### src/design/pprm_pkg.sv
// pprm_pkg: shared types, constants and format helpers for the pcm peak/rms meter
// used by every module of pcm_peak_rms_meter_core; depends on nothing
`timescale 1ns / 1ps

package pprm_pkg;

  // default buffer length limit
  localparam int unsigned MAX_SAMPLES_DEF = 65536;

  // fixed datapath widths
  localparam int unsigned MAG_W   = 16;
  localparam int unsigned SQ_W    = 32;
  localparam int unsigned SUM_W   = 48;
  localparam int unsigned FS_W    = 16;
  localparam int unsigned FS_SQ_W = 32;
  localparam int unsigned LEVEL_W = 17;
  localparam int unsigned RQ_W    = 34;
  localparam int unsigned SREM_W  = 19;
  localparam int unsigned IT_W    = 6;

  // finishing sequence step counts
  localparam logic [IT_W-1:0] DIV_LAST   = 6'd33;
  localparam logic [IT_W-1:0] SQRT_LAST  = 6'd16;
  localparam logic [IT_W-1:0] PEAK_STEPS = 6'd17;

  localparam logic [LEVEL_W-1:0] LEVEL_MAX = 17'h1FFFF;

  // configuration register indexes
  localparam int unsigned CFG_IDX_W = 2;
  localparam logic [CFG_IDX_W-1:0] REG_SAMPLE_IS_16BIT  = 2'd0;
  localparam logic [CFG_IDX_W-1:0] REG_SAMPLE_IS_SIGNED = 2'd1;
  localparam logic [CFG_IDX_W-1:0] REG_BIG_ENDIAN       = 2'd2;

  typedef struct packed {
    logic is16;
    logic sgn;
  } pprm_fmt_t;

  // one decoded sample in the queue
  typedef struct packed {
    logic [MAG_W-1:0] mag;
    logic             last;
    pprm_fmt_t        fmt;
  } pprm_entry_t;

  // buffer totals handed to the finishing unit
  typedef struct packed {
    logic [MAG_W-1:0] peak;
    logic [SUM_W-1:0] sum;
    pprm_fmt_t        fmt;
  } pprm_fin_req_t;

  typedef enum logic [2:0] {
    FIN_IDLE,
    FIN_MUL,
    FIN_CHK,
    FIN_DIV,
    FIN_SQRT,
    FIN_OUT
  } pprm_fin_state_e;

  function automatic logic [FS_W-1:0] full_scale(input pprm_fmt_t fmt);
    logic [FS_W-1:0] fs;
    unique case ({fmt.is16, fmt.sgn})
      2'b00:   fs = 16'd255;
      2'b01:   fs = 16'd127;
      2'b10:   fs = 16'd65535;
      default: fs = 16'd32767;
    endcase
    return fs;
  endfunction

  function automatic logic [FS_SQ_W-1:0] full_scale_sq(input pprm_fmt_t fmt);
    logic [FS_SQ_W-1:0] fsq;
    unique case ({fmt.is16, fmt.sgn})
      2'b00:   fsq = 32'd65025;
      2'b01:   fsq = 32'd16129;
      2'b10:   fsq = 32'd4294836225;
      default: fsq = 32'd1073676289;
    endcase
    return fsq;
  endfunction

endpackage

### src/design/pprm_front.sv
// pprm_front: configuration registers and sample decode into magnitude
// depends on pprm_pkg; feeds pprm_queue
`timescale 1ns / 1ps

module pprm_front (
  input  logic                                clk_i,
  input  logic                                rst_ni,
  input  logic                                cfg_valid_i,
  input  logic [pprm_pkg::CFG_IDX_W-1:0]      cfg_index_i,
  input  logic                                cfg_data_i,
  output logic                                cfg_ready_o,
  input  logic                                in_valid_i,
  input  logic [7:0]                          first_byte_i,
  input  logic [7:0]                          second_byte_i,
  input  logic                                is_last_i,
  output logic                                in_stall_o,
  input  logic                                q_full_i,
  output logic                                q_push_o,
  output pprm_pkg::pprm_entry_t               q_entry_o
);

  logic is16_q, is16_d;
  logic sgn_q, sgn_d;
  logic be_q, be_d;
  logic [15:0] raw16;
  logic [15:0] mag;

  assign cfg_ready_o = 1'b1;

  always_comb begin
    is16_d = is16_q;
    sgn_d  = sgn_q;
    be_d   = be_q;
    if (cfg_valid_i) begin
      unique case (cfg_index_i)
        pprm_pkg::REG_SAMPLE_IS_16BIT:  is16_d = cfg_data_i;
        pprm_pkg::REG_SAMPLE_IS_SIGNED: sgn_d  = cfg_data_i;
        pprm_pkg::REG_BIG_ENDIAN:       be_d   = cfg_data_i;
        default: ;
      endcase
    end
  end

  always_ff @(posedge clk_i or negedge rst_ni) begin
    if (!rst_ni) begin
      is16_q <= 1'b1;
      sgn_q  <= 1'b1;
      be_q   <= 1'b0;
    end else begin
      is16_q <= is16_d;
      sgn_q  <= sgn_d;
      be_q   <= be_d;
    end
  end

  assign raw16 = be_q ? {first_byte_i, second_byte_i} : {second_byte_i, first_byte_i};

  // negative signed samples become their magnitude, unsigned ones stay offset
  always_comb begin
    if (is16_q) begin
      mag = (sgn_q && raw16[15]) ? 16'(~raw16 + 16'd1) : raw16;
    end else begin
      mag = (sgn_q && first_byte_i[7]) ? 16'(16'd256 - {8'd0, first_byte_i})
                                       : {8'd0, first_byte_i};
    end
  end

  assign in_stall_o     = q_full_i;
  assign q_push_o       = in_valid_i && !q_full_i;
  assign q_entry_o.mag  = mag;
  assign q_entry_o.last = is_last_i;
  assign q_entry_o.fmt  = '{is16: is16_q, sgn: sgn_q};

endmodule

### src/design/pprm_queue.sv
// pprm_queue: four-entry queue of decoded samples between front and back
// depends on pprm_pkg
`timescale 1ns / 1ps

module pprm_queue (
  input  logic                  clk_i,
  input  logic                  rst_ni,
  input  logic                  push_i,
  input  pprm_pkg::pprm_entry_t entry_i,
  output logic                  full_o,
  input  logic                  pop_i,
  output logic                  valid_o,
  output pprm_pkg::pprm_entry_t entry_o
);

  pprm_pkg::pprm_entry_t mem_q [4];
  logic [1:0] wr_ptr_q, wr_ptr_d;
  logic [1:0] rd_ptr_q, rd_ptr_d;
  logic [2:0] fill_q, fill_d;

  assign full_o  = (fill_q == 3'd4);
  assign valid_o = (fill_q != 3'd0);
  assign entry_o = mem_q[rd_ptr_q];

  always_comb begin
    wr_ptr_d = push_i ? 2'(wr_ptr_q + 2'd1) : wr_ptr_q;
    rd_ptr_d = pop_i ? 2'(rd_ptr_q + 2'd1) : rd_ptr_q;
    fill_d   = fill_q;
    if (push_i && !pop_i) begin
      fill_d = 3'(fill_q + 3'd1);
    end else if (!push_i && pop_i) begin
      fill_d = 3'(fill_q - 3'd1);
    end
  end

  always_ff @(posedge clk_i or negedge rst_ni) begin
    if (!rst_ni) begin
      wr_ptr_q <= 2'd0;
      rd_ptr_q <= 2'd0;
      fill_q   <= 3'd0;
    end else begin
      wr_ptr_q <= wr_ptr_d;
      rd_ptr_q <= rd_ptr_d;
      fill_q   <= fill_d;
    end
  end

  always_ff @(posedge clk_i) begin
    if (push_i) begin
      mem_q[wr_ptr_q] <= entry_i;
    end
  end

endmodule

### src/design/pprm_accum.sv
// pprm_accum: squares each magnitude, keeps peak, sum of squares and count
// depends on pprm_pkg; hands buffer totals to pprm_finish
`timescale 1ns / 1ps

module pprm_accum #(
  parameter int unsigned MaxSamples = pprm_pkg::MAX_SAMPLES_DEF,
  localparam int unsigned CntW      = $clog2(MaxSamples + 1)
) (
  input  logic                    clk_i,
  input  logic                    rst_ni,
  input  logic                    q_valid_i,
  input  pprm_pkg::pprm_entry_t   q_entry_i,
  output logic                    q_pop_o,
  input  logic                    fin_busy_i,
  output logic                    fin_start_o,
  output pprm_pkg::pprm_fin_req_t fin_req_o,
  output logic [CntW-1:0]         fin_count_o
);

  localparam logic [CntW-1:0] CountMax = CntW'(MaxSamples);

  logic                   a_valid_q, a_valid_d;
  pprm_pkg::pprm_entry_t  a_entry_q;
  logic [pprm_pkg::SQ_W-1:0] a_sq_q;

  logic [pprm_pkg::MAG_W-1:0] peak_q, peak_n;
  logic [pprm_pkg::SUM_W-1:0] sum_q, sum_n;
  logic [CntW-1:0]            cnt_q, cnt_n;
  logic                       adv;
  logic                       room;

  // a last item waits here while the previous buffer is still finishing
  assign adv     = a_valid_q && !(a_entry_q.last && fin_busy_i);
  assign q_pop_o = q_valid_i && (!a_valid_q || adv);

  always_comb begin
    a_valid_d = a_valid_q;
    if (q_pop_o) begin
      a_valid_d = 1'b1;
    end else if (adv) begin
      a_valid_d = 1'b0;
    end
  end

  // samples past the length limit are dropped entirely
  always_comb begin
    room   = (cnt_q < CountMax);
    peak_n = peak_q;
    sum_n  = sum_q;
    cnt_n  = cnt_q;
    if (room) begin
      if (a_entry_q.mag > peak_q) begin
        peak_n = a_entry_q.mag;
      end
      sum_n = 48'(sum_q + {16'd0, a_sq_q});
      cnt_n = CntW'(cnt_q + 1'b1);
    end
  end

  assign fin_start_o    = adv && a_entry_q.last;
  assign fin_req_o.peak = peak_n;
  assign fin_req_o.sum  = sum_n;
  assign fin_req_o.fmt  = a_entry_q.fmt;
  assign fin_count_o    = cnt_n;

  always_ff @(posedge clk_i or negedge rst_ni) begin
    if (!rst_ni) begin
      a_valid_q <= 1'b0;
      peak_q    <= '0;
      sum_q     <= '0;
      cnt_q     <= '0;
    end else begin
      a_valid_q <= a_valid_d;
      if (adv) begin
        if (a_entry_q.last) begin
          peak_q <= '0;
          sum_q  <= '0;
          cnt_q  <= '0;
        end else begin
          peak_q <= peak_n;
          sum_q  <= sum_n;
          cnt_q  <= cnt_n;
        end
      end
    end
  end

  always_ff @(posedge clk_i) begin
    if (q_pop_o) begin
      a_entry_q <= q_entry_i;
      a_sq_q    <= 32'(q_entry_i.mag) * 32'(q_entry_i.mag);
    end
  end

endmodule

### src/design/pprm_finish.sv
// pprm_finish: per-buffer level computation, divide then square root, and result register
// depends on pprm_pkg; fed by pprm_accum
`timescale 1ns / 1ps

module pprm_finish #(
  parameter int unsigned MaxSamples = pprm_pkg::MAX_SAMPLES_DEF,
  localparam int unsigned CntW      = $clog2(MaxSamples + 1)
) (
  input  logic                                clk_i,
  input  logic                                rst_ni,
  input  logic                                start_i,
  input  pprm_pkg::pprm_fin_req_t             req_i,
  input  logic [CntW-1:0]                     count_i,
  output logic                                busy_o,
  output logic                                out_valid_o,
  input  logic                                out_stall_i,
  output logic [pprm_pkg::LEVEL_W-1:0]        peak_level_o,
  output logic [pprm_pkg::LEVEL_W-1:0]        rms_level_o
);

  localparam int unsigned DenW  = CntW + pprm_pkg::FS_SQ_W;
  localparam int unsigned RemW  = (DenW + 1 > pprm_pkg::SUM_W) ? DenW + 1 : pprm_pkg::SUM_W;
  localparam int unsigned RemW1 = RemW + 1;
  localparam int unsigned CmpW  = (DenW + 2 > pprm_pkg::SUM_W) ? DenW + 2 : pprm_pkg::SUM_W;

  pprm_pkg::pprm_fin_state_e st_q, st_d;

  pprm_pkg::pprm_fmt_t        fmt_q, fmt_d;
  logic [pprm_pkg::MAG_W-1:0] peak_q, peak_d;
  logic [pprm_pkg::SUM_W-1:0] sum_q, sum_d;
  logic [CntW-1:0]            cnt_q, cnt_d;
  logic [DenW-1:0]            den_q, den_d;
  logic                       psat_q, psat_d;
  logic                       rsat_q, rsat_d;
  logic [pprm_pkg::FS_W-1:0]  prem_q, prem_d;
  logic [pprm_pkg::LEVEL_W-1:0] pq_q, pq_d;
  logic [RemW-1:0]            rrem_q, rrem_d;
  logic [pprm_pkg::RQ_W-1:0]  rq_q, rq_d;
  logic [pprm_pkg::IT_W-1:0]  it_q, it_d;
  logic [pprm_pkg::SREM_W-1:0] srem_q, srem_d;
  logic [pprm_pkg::LEVEL_W-1:0] root_q, root_d;
  logic [pprm_pkg::LEVEL_W-1:0] peak_lvl_q, peak_lvl_d;
  logic [pprm_pkg::LEVEL_W-1:0] rms_lvl_q, rms_lvl_d;
  logic                       out_valid_q, out_valid_d;

  logic [pprm_pkg::FS_W-1:0]  fs;
  logic                       load;
  logic                       rbit;
  logic [RemW1-1:0]           rtry;
  logic [RemW1-1:0]           rden;
  logic                       pbit;
  logic [pprm_pkg::FS_W:0]    ptry;
  logic [1:0]                 pair;
  logic [pprm_pkg::SREM_W+1:0] stry;
  logic [pprm_pkg::SREM_W+1:0] trial;

  assign fs     = pprm_pkg::full_scale(fmt_q);
  assign load   = (st_q == pprm_pkg::FIN_OUT) && (!out_valid_q || !out_stall_i);
  assign busy_o = (st_q != pprm_pkg::FIN_IDLE);

  always_comb begin
    st_d = st_q;
    unique case (st_q)
      pprm_pkg::FIN_IDLE: if (start_i) st_d = pprm_pkg::FIN_MUL;
      pprm_pkg::FIN_MUL:  st_d = pprm_pkg::FIN_CHK;
      pprm_pkg::FIN_CHK:  st_d = pprm_pkg::FIN_DIV;
      pprm_pkg::FIN_DIV:  if (it_q == pprm_pkg::DIV_LAST) st_d = pprm_pkg::FIN_SQRT;
      pprm_pkg::FIN_SQRT: if (it_q == pprm_pkg::SQRT_LAST) st_d = pprm_pkg::FIN_OUT;
      pprm_pkg::FIN_OUT:  if (load) st_d = pprm_pkg::FIN_IDLE;
      default:            st_d = pprm_pkg::FIN_IDLE;
    endcase
  end

  // dividends are peak << 16 and sum << 32; the high quotient bits are zero once
  // saturation is ruled out, so each division starts from its shifted-down remainder
  always_comb begin
    fmt_d  = fmt_q;
    peak_d = peak_q;
    sum_d  = sum_q;
    cnt_d  = cnt_q;
    den_d  = den_q;
    psat_d = psat_q;
    rsat_d = rsat_q;
    prem_d = prem_q;
    pq_d   = pq_q;
    rrem_d = rrem_q;
    rq_d   = rq_q;
    it_d   = it_q;
    srem_d = srem_q;
    root_d = root_q;
    peak_lvl_d = peak_lvl_q;
    rms_lvl_d  = rms_lvl_q;

    rbit  = (it_q == 6'd0) ? sum_q[1] : ((it_q == 6'd1) ? sum_q[0] : 1'b0);
    rtry  = {rrem_q, rbit};
    rden  = RemW1'(den_q);
    pbit  = (it_q == 6'd0) ? peak_q[0] : 1'b0;
    ptry  = {prem_q, pbit};
    pair  = rq_q[pprm_pkg::RQ_W-1 -: 2];
    stry  = {srem_q, pair};
    trial = {2'b00, root_q, 2'b01};

    unique case (st_q)
      pprm_pkg::FIN_IDLE: begin
        if (start_i) begin
          fmt_d  = req_i.fmt;
          peak_d = req_i.peak;
          sum_d  = req_i.sum;
          cnt_d  = count_i;
        end
      end
      pprm_pkg::FIN_MUL: begin
        den_d = DenW'(cnt_q) * DenW'(pprm_pkg::full_scale_sq(fmt_q));
      end
      pprm_pkg::FIN_CHK: begin
        psat_d = ({1'b0, peak_q} >= {fs, 1'b0});
        rsat_d = (CmpW'(sum_q) >= CmpW'({den_q, 2'b00}));
        prem_d = {1'b0, peak_q[pprm_pkg::MAG_W-1:1]};
        pq_d   = '0;
        rrem_d = RemW'(sum_q >> 2);
        rq_d   = '0;
        it_d   = '0;
      end
      pprm_pkg::FIN_DIV: begin
        if (rtry >= rden) begin
          rrem_d = RemW'(rtry - rden);
          rq_d   = {rq_q[pprm_pkg::RQ_W-2:0], 1'b1};
        end else begin
          rrem_d = rtry[RemW-1:0];
          rq_d   = {rq_q[pprm_pkg::RQ_W-2:0], 1'b0};
        end
        if (it_q < pprm_pkg::PEAK_STEPS) begin
          if (ptry >= {1'b0, fs}) begin
            prem_d = 16'(ptry - {1'b0, fs});
            pq_d   = {pq_q[pprm_pkg::LEVEL_W-2:0], 1'b1};
          end else begin
            prem_d = ptry[pprm_pkg::FS_W-1:0];
            pq_d   = {pq_q[pprm_pkg::LEVEL_W-2:0], 1'b0};
          end
        end
        if (it_q == pprm_pkg::DIV_LAST) begin
          it_d   = '0;
          srem_d = '0;
          root_d = '0;
        end else begin
          it_d = 6'(it_q + 6'd1);
        end
      end
      pprm_pkg::FIN_SQRT: begin
        // one root bit per cycle from the top bit pair down
        rq_d = {rq_q[pprm_pkg::RQ_W-3:0], 2'b00};
        if (stry >= trial) begin
          srem_d = 19'(stry - trial);
          root_d = {root_q[pprm_pkg::LEVEL_W-2:0], 1'b1};
        end else begin
          srem_d = stry[pprm_pkg::SREM_W-1:0];
          root_d = {root_q[pprm_pkg::LEVEL_W-2:0], 1'b0};
        end
        it_d = 6'(it_q + 6'd1);
      end
      pprm_pkg::FIN_OUT: begin
        if (load) begin
          peak_lvl_d = psat_q ? pprm_pkg::LEVEL_MAX : pq_q;
          rms_lvl_d  = rsat_q ? pprm_pkg::LEVEL_MAX : root_q;
        end
      end
      default: ;
    endcase
  end

  always_comb begin
    out_valid_d = out_valid_q;
    if (load) begin
      out_valid_d = 1'b1;
    end else if (out_valid_q && !out_stall_i) begin
      out_valid_d = 1'b0;
    end
  end

  always_ff @(posedge clk_i or negedge rst_ni) begin
    if (!rst_ni) begin
      st_q        <= pprm_pkg::FIN_IDLE;
      it_q        <= '0;
      out_valid_q <= 1'b0;
    end else begin
      st_q        <= st_d;
      it_q        <= it_d;
      out_valid_q <= out_valid_d;
    end
  end

  always_ff @(posedge clk_i) begin
    fmt_q      <= fmt_d;
    peak_q     <= peak_d;
    sum_q      <= sum_d;
    cnt_q      <= cnt_d;
    den_q      <= den_d;
    psat_q     <= psat_d;
    rsat_q     <= rsat_d;
    prem_q     <= prem_d;
    pq_q       <= pq_d;
    rrem_q     <= rrem_d;
    rq_q       <= rq_d;
    srem_q     <= srem_d;
    root_q     <= root_d;
    peak_lvl_q <= peak_lvl_d;
    rms_lvl_q  <= rms_lvl_d;
  end

  assign out_valid_o  = out_valid_q;
  assign peak_level_o = peak_lvl_q;
  assign rms_level_o  = rms_lvl_q;

endmodule

### src/design/pcm_peak_rms_meter_core.sv
// pcm_peak_rms_meter_core: top level of the pcm peak and rms level meter
// depends on pprm_pkg, pprm_front, pprm_queue, pprm_accum and pprm_finish
`timescale 1ns / 1ps

// Samples are taken one per cycle while the queue is not full, decoded to a
// magnitude and queued in a four-entry queue; the accumulator squares and
// sums one sample per cycle unless a last item waits for the finishing unit.
// An item with is_last hands the buffer totals to a finishing unit that runs
// one multiply for the divisor, one saturation check, 34 restoring-divide
// steps, 17 square-root steps and a result load that out_stall_i can hold off.
// The next buffer accumulates while that runs; its own last item waits until
// the finishing unit is free. Levels are unsigned Q1.16 relative to the full
// scale chosen at the last item and saturate at 131071. Samples past
// MaxSamples in one buffer are dropped. Configuration writes are always
// accepted and must only happen while the block is idle.

module pcm_peak_rms_meter_core #(
  parameter int unsigned MaxSamples = pprm_pkg::MAX_SAMPLES_DEF
) (
  input  logic                           clk_i,
  input  logic                           rst_ni,
  input  logic                           cfg_valid_i,
  output logic                           cfg_ready_o,
  input  logic [pprm_pkg::CFG_IDX_W-1:0] cfg_index_i,
  input  logic                           cfg_data_i,
  input  logic                           in_valid_i,
  output logic                           in_stall_o,
  input  logic [7:0]                     first_byte_i,
  input  logic [7:0]                     second_byte_i,
  input  logic                           is_last_i,
  output logic                           out_valid_o,
  input  logic                           out_stall_i,
  output logic [pprm_pkg::LEVEL_W-1:0]   peak_level_o,
  output logic [pprm_pkg::LEVEL_W-1:0]   rms_level_o
);

  localparam int unsigned CntW = $clog2(MaxSamples + 1);

  logic                    q_full;
  logic                    q_push;
  pprm_pkg::pprm_entry_t   q_in;
  logic                    q_valid;
  logic                    q_pop;
  pprm_pkg::pprm_entry_t   q_out;
  logic                    fin_busy;
  logic                    fin_start;
  pprm_pkg::pprm_fin_req_t fin_req;
  logic [CntW-1:0]         fin_count;

  pprm_front u_front (
    .clk_i         (clk_i),
    .rst_ni        (rst_ni),
    .cfg_valid_i   (cfg_valid_i),
    .cfg_index_i   (cfg_index_i),
    .cfg_data_i    (cfg_data_i),
    .cfg_ready_o   (cfg_ready_o),
    .in_valid_i    (in_valid_i),
    .first_byte_i  (first_byte_i),
    .second_byte_i (second_byte_i),
    .is_last_i     (is_last_i),
    .in_stall_o    (in_stall_o),
    .q_full_i      (q_full),
    .q_push_o      (q_push),
    .q_entry_o     (q_in)
  );

  pprm_queue u_queue (
    .clk_i   (clk_i),
    .rst_ni  (rst_ni),
    .push_i  (q_push),
    .entry_i (q_in),
    .full_o  (q_full),
    .pop_i   (q_pop),
    .valid_o (q_valid),
    .entry_o (q_out)
  );

  pprm_accum #(
    .MaxSamples (MaxSamples)
  ) u_accum (
    .clk_i       (clk_i),
    .rst_ni      (rst_ni),
    .q_valid_i   (q_valid),
    .q_entry_i   (q_out),
    .q_pop_o     (q_pop),
    .fin_busy_i  (fin_busy),
    .fin_start_o (fin_start),
    .fin_req_o   (fin_req),
    .fin_count_o (fin_count)
  );

  pprm_finish #(
    .MaxSamples (MaxSamples)
  ) u_finish (
    .clk_i        (clk_i),
    .rst_ni       (rst_ni),
    .start_i      (fin_start),
    .req_i        (fin_req),
    .count_i      (fin_count),
    .busy_o       (fin_busy),
    .out_valid_o  (out_valid_o),
    .out_stall_i  (out_stall_i),
    .peak_level_o (peak_level_o),
    .rms_level_o  (rms_level_o)
  );

endmodule
### config.mk
export PLATFORM = sky130hd
export DESIGN_NAME = pcm_peak_rms_meter_core
export DESIGN_NICKNAME = d
export VERILOG_FILES = /design/src/design/pprm_pkg.sv /design/src/design/pprm_front.sv /design/src/design/pprm_queue.sv /design/src/design/pprm_accum.sv /design/src/design/pprm_finish.sv /design/src/design/pcm_peak_rms_meter_core.sv
export SDC_FILE = /design/constraint.sdc
export NUM_CORES = 2
export LEC_CHECK = 0
export BUFFER_PORTS_ARGS = -buffer_cell sky130_fd_sc_hd__buf_2
export CELL_PAD_IN_SITES_DETAIL_PLACEMENT = 0
export CELL_PAD_IN_SITES_GLOBAL_PLACEMENT = 1
export CORE_AREA = 2 2 304 306
export CTS_CLUSTER_DIAMETER = 30
export DETAILED_ROUTE_END_ITERATION = 7
export DIE_AREA = 0 0 306 308
export PLACE_DENSITY_LB_ADDON = 0.3
export SLEW_MARGIN = 20
export SYNTH_ARGS = -nofsm -noshare
export SYNTH_HDL_FRONTEND = slang
export SYNTH_SLANG_ARGS = --single-unit
### constraint.sdc
create_clock -name clk_i -period 11.5 [get_ports clk_i]
set_clock_uncertainty 0.1 [all_clocks]
set_input_delay 2.3 -clock clk_i [delete_from_list [all_inputs] [get_ports clk_i]]
set_output_delay 2.3 -clock clk_i [all_outputs]
set_load 0.03 [all_outputs]
# After elaboration in Yosys (flattened, before gate mapping)
# Memory sizes are Yosys's and may differ from the RTL's.
# Index checks and enable logic that the tools add are counted.
# totals
mem_bits_rw	76
register_bits	474
mem_count	1
output_inout_bits	37
# memory_table
memory	depth	word_bits	rd	rd_ports_with_merged_regs	wr	line	source
u_queue.mem_q	4	19	1	0	1	pprm_queue.sv:16	pprm_pkg::pprm_entry_t mem_q [4];
# op_classes
n_reduce_logical	40
n_mul	2
muxes	48
magnitude_cmp	8
n_addsub	12
bitwise	1
n_eq_ne	18
# op_table
op	n
$mux W16	9
$pmux W34 S3	1
$pmux W50 S2	1
$mux W48	2
$pmux W32 S3	1
$mux W17	4
$pmux W17 S2	2
$ge A48 B51 Y1	1
$ge A51 B49 Y1	1
$mux W50	1
$sub A50 B49 Y50	1
$mul A17 B32 Y49	1
$add A48 B32 Y48	1
$pmux W16 S3	1
$mux W19	2
$pmux W19 S2	1
$mul A16 B16 Y32	1
$mux W32	1
$pmux W16 S2	1
$ge A21 B19 Y1	1
$sub A19 B19 Y19	1
$mux W3	6
$pmux W3 S6	1
$pmux W6 S3	1
other kinds (36)	86

# Depth between registers and ports, before layout
# depth
ltp_word	9
mapped_depth	32

# Cells and area by module
# A second synthesis with hierarchy kept.
# unflattened
cells_unflattened	4654
area_unflattened_um2	47595.6
# by_module_without_submodules
module	seq_area_each_um2	cells_each	n_inst	area_per_inst_um2
pprm_finish	9889.5	2667	1	27934.3
pprm_accum	3523.4	1677	1	15327.2
pprm_queue	2457.4	133	1	3138.0
pprm_front	77.6	177	1	1196.1

# Worst setup path before layout
# OpenSTA, ideal clock, no wires.
# synth_path
path_type	register -> register
start	reg u_queue.rd_ptr_q[1]
end	reg u_accum.a_sq_q[28] (netlist bit) (data pin)
path_slack_ns	3.389
path_buffers	3
path_stages_with_launch	28
synth_period_minus_slack_ns	8.111
t_arrival_ns	7.752
setup_time_ns	0.258
cell_sequence	dfrtp_1 > clkbuf_1 > clkbuf_1 > buf_1 > mux2i_1 > nand2_1 > o21ai_1 > clkinv_1 > nand2_1 > inv_1 > fa_1 > fa_1 > fa_1 > fa_1 > inv_1 > fa_1 > inv_1 > fa_1 > ha_1 > nand3_1 > or4b_2 > a31oi_1 > o221a_2 > a21oi_1 > a31oi_1 > o21a_1 > nor2_1 > xnor2_1
# synth_rtl
item	line	source
start, declared	pprm_queue.sv:18	logic [1:0] rd_ptr_q, rd_ptr_d;
start signal, assigned	pprm_queue.sv:43	rd_ptr_q <= rd_ptr_d;
end signal, assigned	pprm_accum.sv:91	a_sq_q <= 32'(q_entry_i.mag) * 32'(q_entry_i.mag);
end, declared	pprm_accum.sv:24	logic [pprm_pkg::SQ_W-1:0] a_sq_q;

==> impl_metrics.py <==
metrics = {
    "drt": {
        "via_count": 32551,
        "wl_met3_um": 4258,
        "first_pass_iters": 6,
        "wl_met1_um": 50750,
        "drt_iter0_drc": 2247,
        "drc": 0,
        "viasPerCell": 5.495,
        "wirelength_um": 110400,
        "top_layer_used": "met5",
        "dr_wl_met2_um": 52820,
        "drtAntennaViolNets": 0,
        "avgRoutedWirePerCell_um": 18.64,
    },
    "timing": {
        "timing.final.ws_setup_ps": 3038,
        "max_freq_ghz": 0.1182,
        "fin_crit_sh": 0.7358,
        "rsz0062_at_grt": "no",
        "relSlewSlack": 0.2970,
        "timing.final.max_slew_violations": 0,
        "setup_viol": 0,
        "worst_pin_slew_ps": 1051,
        "min_period_ps": 8462,
        "hold_viol": 0,
        "fin_setup_tns_ps": 0,
    },
    "floorplanning": {
        "die_height_um": 308,
        "die-area_um2": 94250,
        "rows": 111,
        "ioPinCount": 62,
        "start_util": 0.5150,
        "die_x_um": 306,
        "core_area_um2": 90970,
    },
    "logic_synthesis": {
        "synth_adder_area_share": 0.2848,
        "yosysUniqueCellTypes": 85,
        "synth_compound_area_frac": 0.1218,
        "synth_top_family_by_area": "adder cells",
        "synth_ff_type": "edfxtp_1",
        "postSynth.asyncResetShare": 0.1861,
        "synthCells": 4537,
        "muxShareOfSynthArea": 0.03469,
        "avgSynthCellArea_um2": 10.33,
        "synth_warnings": 0,
        "ys_seq_area_frac": 0.3404,
        "ys_ff_latch": 548,
        "synth_area_um2": 46850,
        "syn-num-nets": 5384,
        "synth_edf_count": 446,
        "synth-xor-area-share": 0.04300,
        "yosys.area_share.simple": 0.1101,
    },
    "setup_path": {
        "cp_slowest_cell": "or4b_2",
        "critPathLaunchType": "flip-flop",
        "critPathKind": "flip-flop to flip-flop",
        "startpoint": "u_queue.rd_ptr_q[1]",
        "max_stage_delay_ps": 730,
        "cp_max_fo": 10,
        "critPathMostFrequentCell": "fa_1",
        "crit_path_end_kind": "flip-flop",
        "arrival_ps": 8830,
        "cp_cell_sequence": "mux2_2, o21ai_1, clkinv_1, nand2_1, fa_1, fa_1, fa_1, inv_1, fa_1, inv_1, fa_1, inv_1, fa_1, ha_1, nand3_1, or4b_2, a31oi_1, o221a_2, a21oi_1, a31oi_1, o21a_1, nor2_1, xnor2_1",
        "r2r_start": "u_queue.rd_ptr_q[1]",
        "required_ps": 11870,
    },
    "final_layout": {
        "final_cell_mix": "inv_1, edfxtp_1, ha_1",
        "diodes": 0,
        "syn_to_final_growth_pct": 13.63,
        "final_common_cell": "inv_1",
        "fin_cells": 5924,
        "fin_nets": 5478,
        "drive_gt1_frac": 0.09519,
    },
    "clocking": {
        "numCtsBuffers": 133,
        "clk_pin_slew_ps": 50,
        "postCtsHoldBufs": 0,
        "cts_setup_buffers": 0,
        "cts_resized": 0,
        "htree_levels": 4,
        "clock_path_buffers": 3,
        "cts-root-buf": "clkbuf_16",
        "clock_sinks": 548,
        "cts_tree": "yes",
        "insertion_delay_ps": 740,
    },
    "hold_path": {
        "hold_class": "flip-flop to flip-flop",
        "hold_start": "u_accum.fin_req_o[0]",
    },
    "placement": {
        "dp_hpwl_um": 84560,
        "place_congestion": 0.9036,
        "io_buffers": 60,
        "placedCellCount": 5680,
        "dp_slack_ps": 3083,
    },
    "grt": {
        "grt_max_degree": 90,
        "track_usage": 0.2418,
        "grt_pass1_vias": 33542,
        "antenna_found_initial": 2,
        "overflow": 0,
        "grt_pass1_wl_um": 180000,
    },
    "run_status": {
        "status": "completed",
    },
    "job": {
        "drv_cap": 0,
    },
}
==> critical path: cells and delay by family (launching register included) <==
| family | cells | cell delay (ps) |
|---|---|---|
| XOR/XNOR | 1 | 120 |
| buffers and inverters | 4 | 700 |
| AND/OR/NAND/NOR | 4 | 1210 |
| adder cells (fa/ha/maj) | 7 | 3320 |
| multiplexers | 1 | 390 |
| flip-flops | 1 | 620 |
| AO/OA/AOI/OAI | 6 | 1750 |
==> state kept, by name, indices dropped and copies added, names as in the netlist, 6 cells and up <==
signal                 flops
u_accum.cnt_q             17
u_finish.peak_q           16
u_finish.rq_q             34
u_finish.rrem_q           50
u_finish.prem_q           16
u_accum.peak_q            16
u_finish.srem_q           19
u_finish.den_q            49
u_accum.sum_q             48
u_finish.pq_q             17
u_accum.a_sq_q            31
u_finish.it_q              6
u_finish.rms_level_o      17
u_finish.cnt_q            17
u_finish.sum_q            48
u_accum.a_entry_q         16
u_finish.peak_level_o     17
u_queue.mem_q             76
u_finish.root_q           17
==> layout make-up <==
cell class	count	area (um2)
Inverter	648	2432
Tap cell	1186	1484
Fill cell	7689	37730
Multi-Input combinational cell	3195	27940
Clock inverter	86	1318
Sequential cell	548	15950
Timing Repair Buffer	105	668.1
Clock buffer	156	3445
==> cell families after synthesis <==
logic type | count (synthesis)
AND/OR/NAND/NOR | 1121
AO/OA/AOI/OAI | 868
adder cells (fa/ha/maj) | 822
buffers and inverters | 794
flip-flops | 548
XOR/XNOR | 230
multiplexers | 153
other | 1
==> cells in the mapped netlist (all sizes together), types with 24 or more instances <==
cell type | instances | area [um2]
a21o | 104 | 780.8
a21oi | 196 | 984.7
a22o | 65 | 569.3
a31oi | 24 | 150.1
and2 | 38 | 237.7
and3 | 40 | 250.2
clkbuf | 126 | 473.0
dfrtp | 100 | 2502
edfxtp | 446 | 13390
fa | 407 | 8148
ha | 415 | 5192
inv | 636 | 2387
mux2 | 45 | 506.7
mux2i | 105 | 1051
nand2 | 416 | 1564
nand2b | 26 | 162.7
nand3 | 57 | 285.3
nand4 | 44 | 275.3
nor2 | 296 | 1111
nor2b | 49 | 306.5
nor3 | 53 | 265.3
o21a | 32 | 240.2
o21ai | 236 | 1181
o21bai | 31 | 232.7
or2 | 47 | 294.0
xnor2 | 149 | 1305
xor2 | 81 | 709.4
==> stage by stage <==
| stage | cell area [um2] | hold slack (ps) | utilization |
|---|---|---|---|
| CTS | 53190 | 328.1 | 0.5847 |
| global placement | 48430 | 316.4 | 0.5324 |
| floorplan | 46850 | 300.3 | - |
| detailed placement | 48430 | 304.5 | 0.5324 |
| global route | 53230 | 331.4 | 0.5852 |
| finish | 53230 | 322.3 | 0.5852 |
==> layer usage <==
metal  vias to the layer above  track usage
met5                         -            0
met4                         2      0.07252
met3                       168      0.03106
met2                       655       0.4039
met1                     15932       0.3305
li1                      15794            -
==> final timing paths <==
check / end / slack, ps / depth (start not counted)
max: u_accum.a_sq_q[28] / 3040 / 23
min: u_finish.fmt_q[0] / 320 / 0
max reg2reg: u_accum.a_sq_q[28] / 3040 / 23
min reg2reg: u_finish.fmt_q[0] / 320 / 0
max in group asynchronous: u_accum.cnt_q[16] / 8410 / 2
min in group asynchronous: u_finish.out_valid_o / 1480 / 1
Power is not shown: default switching activity piles up to over one toggle a cycle in this logic, so the estimate is an artifact.
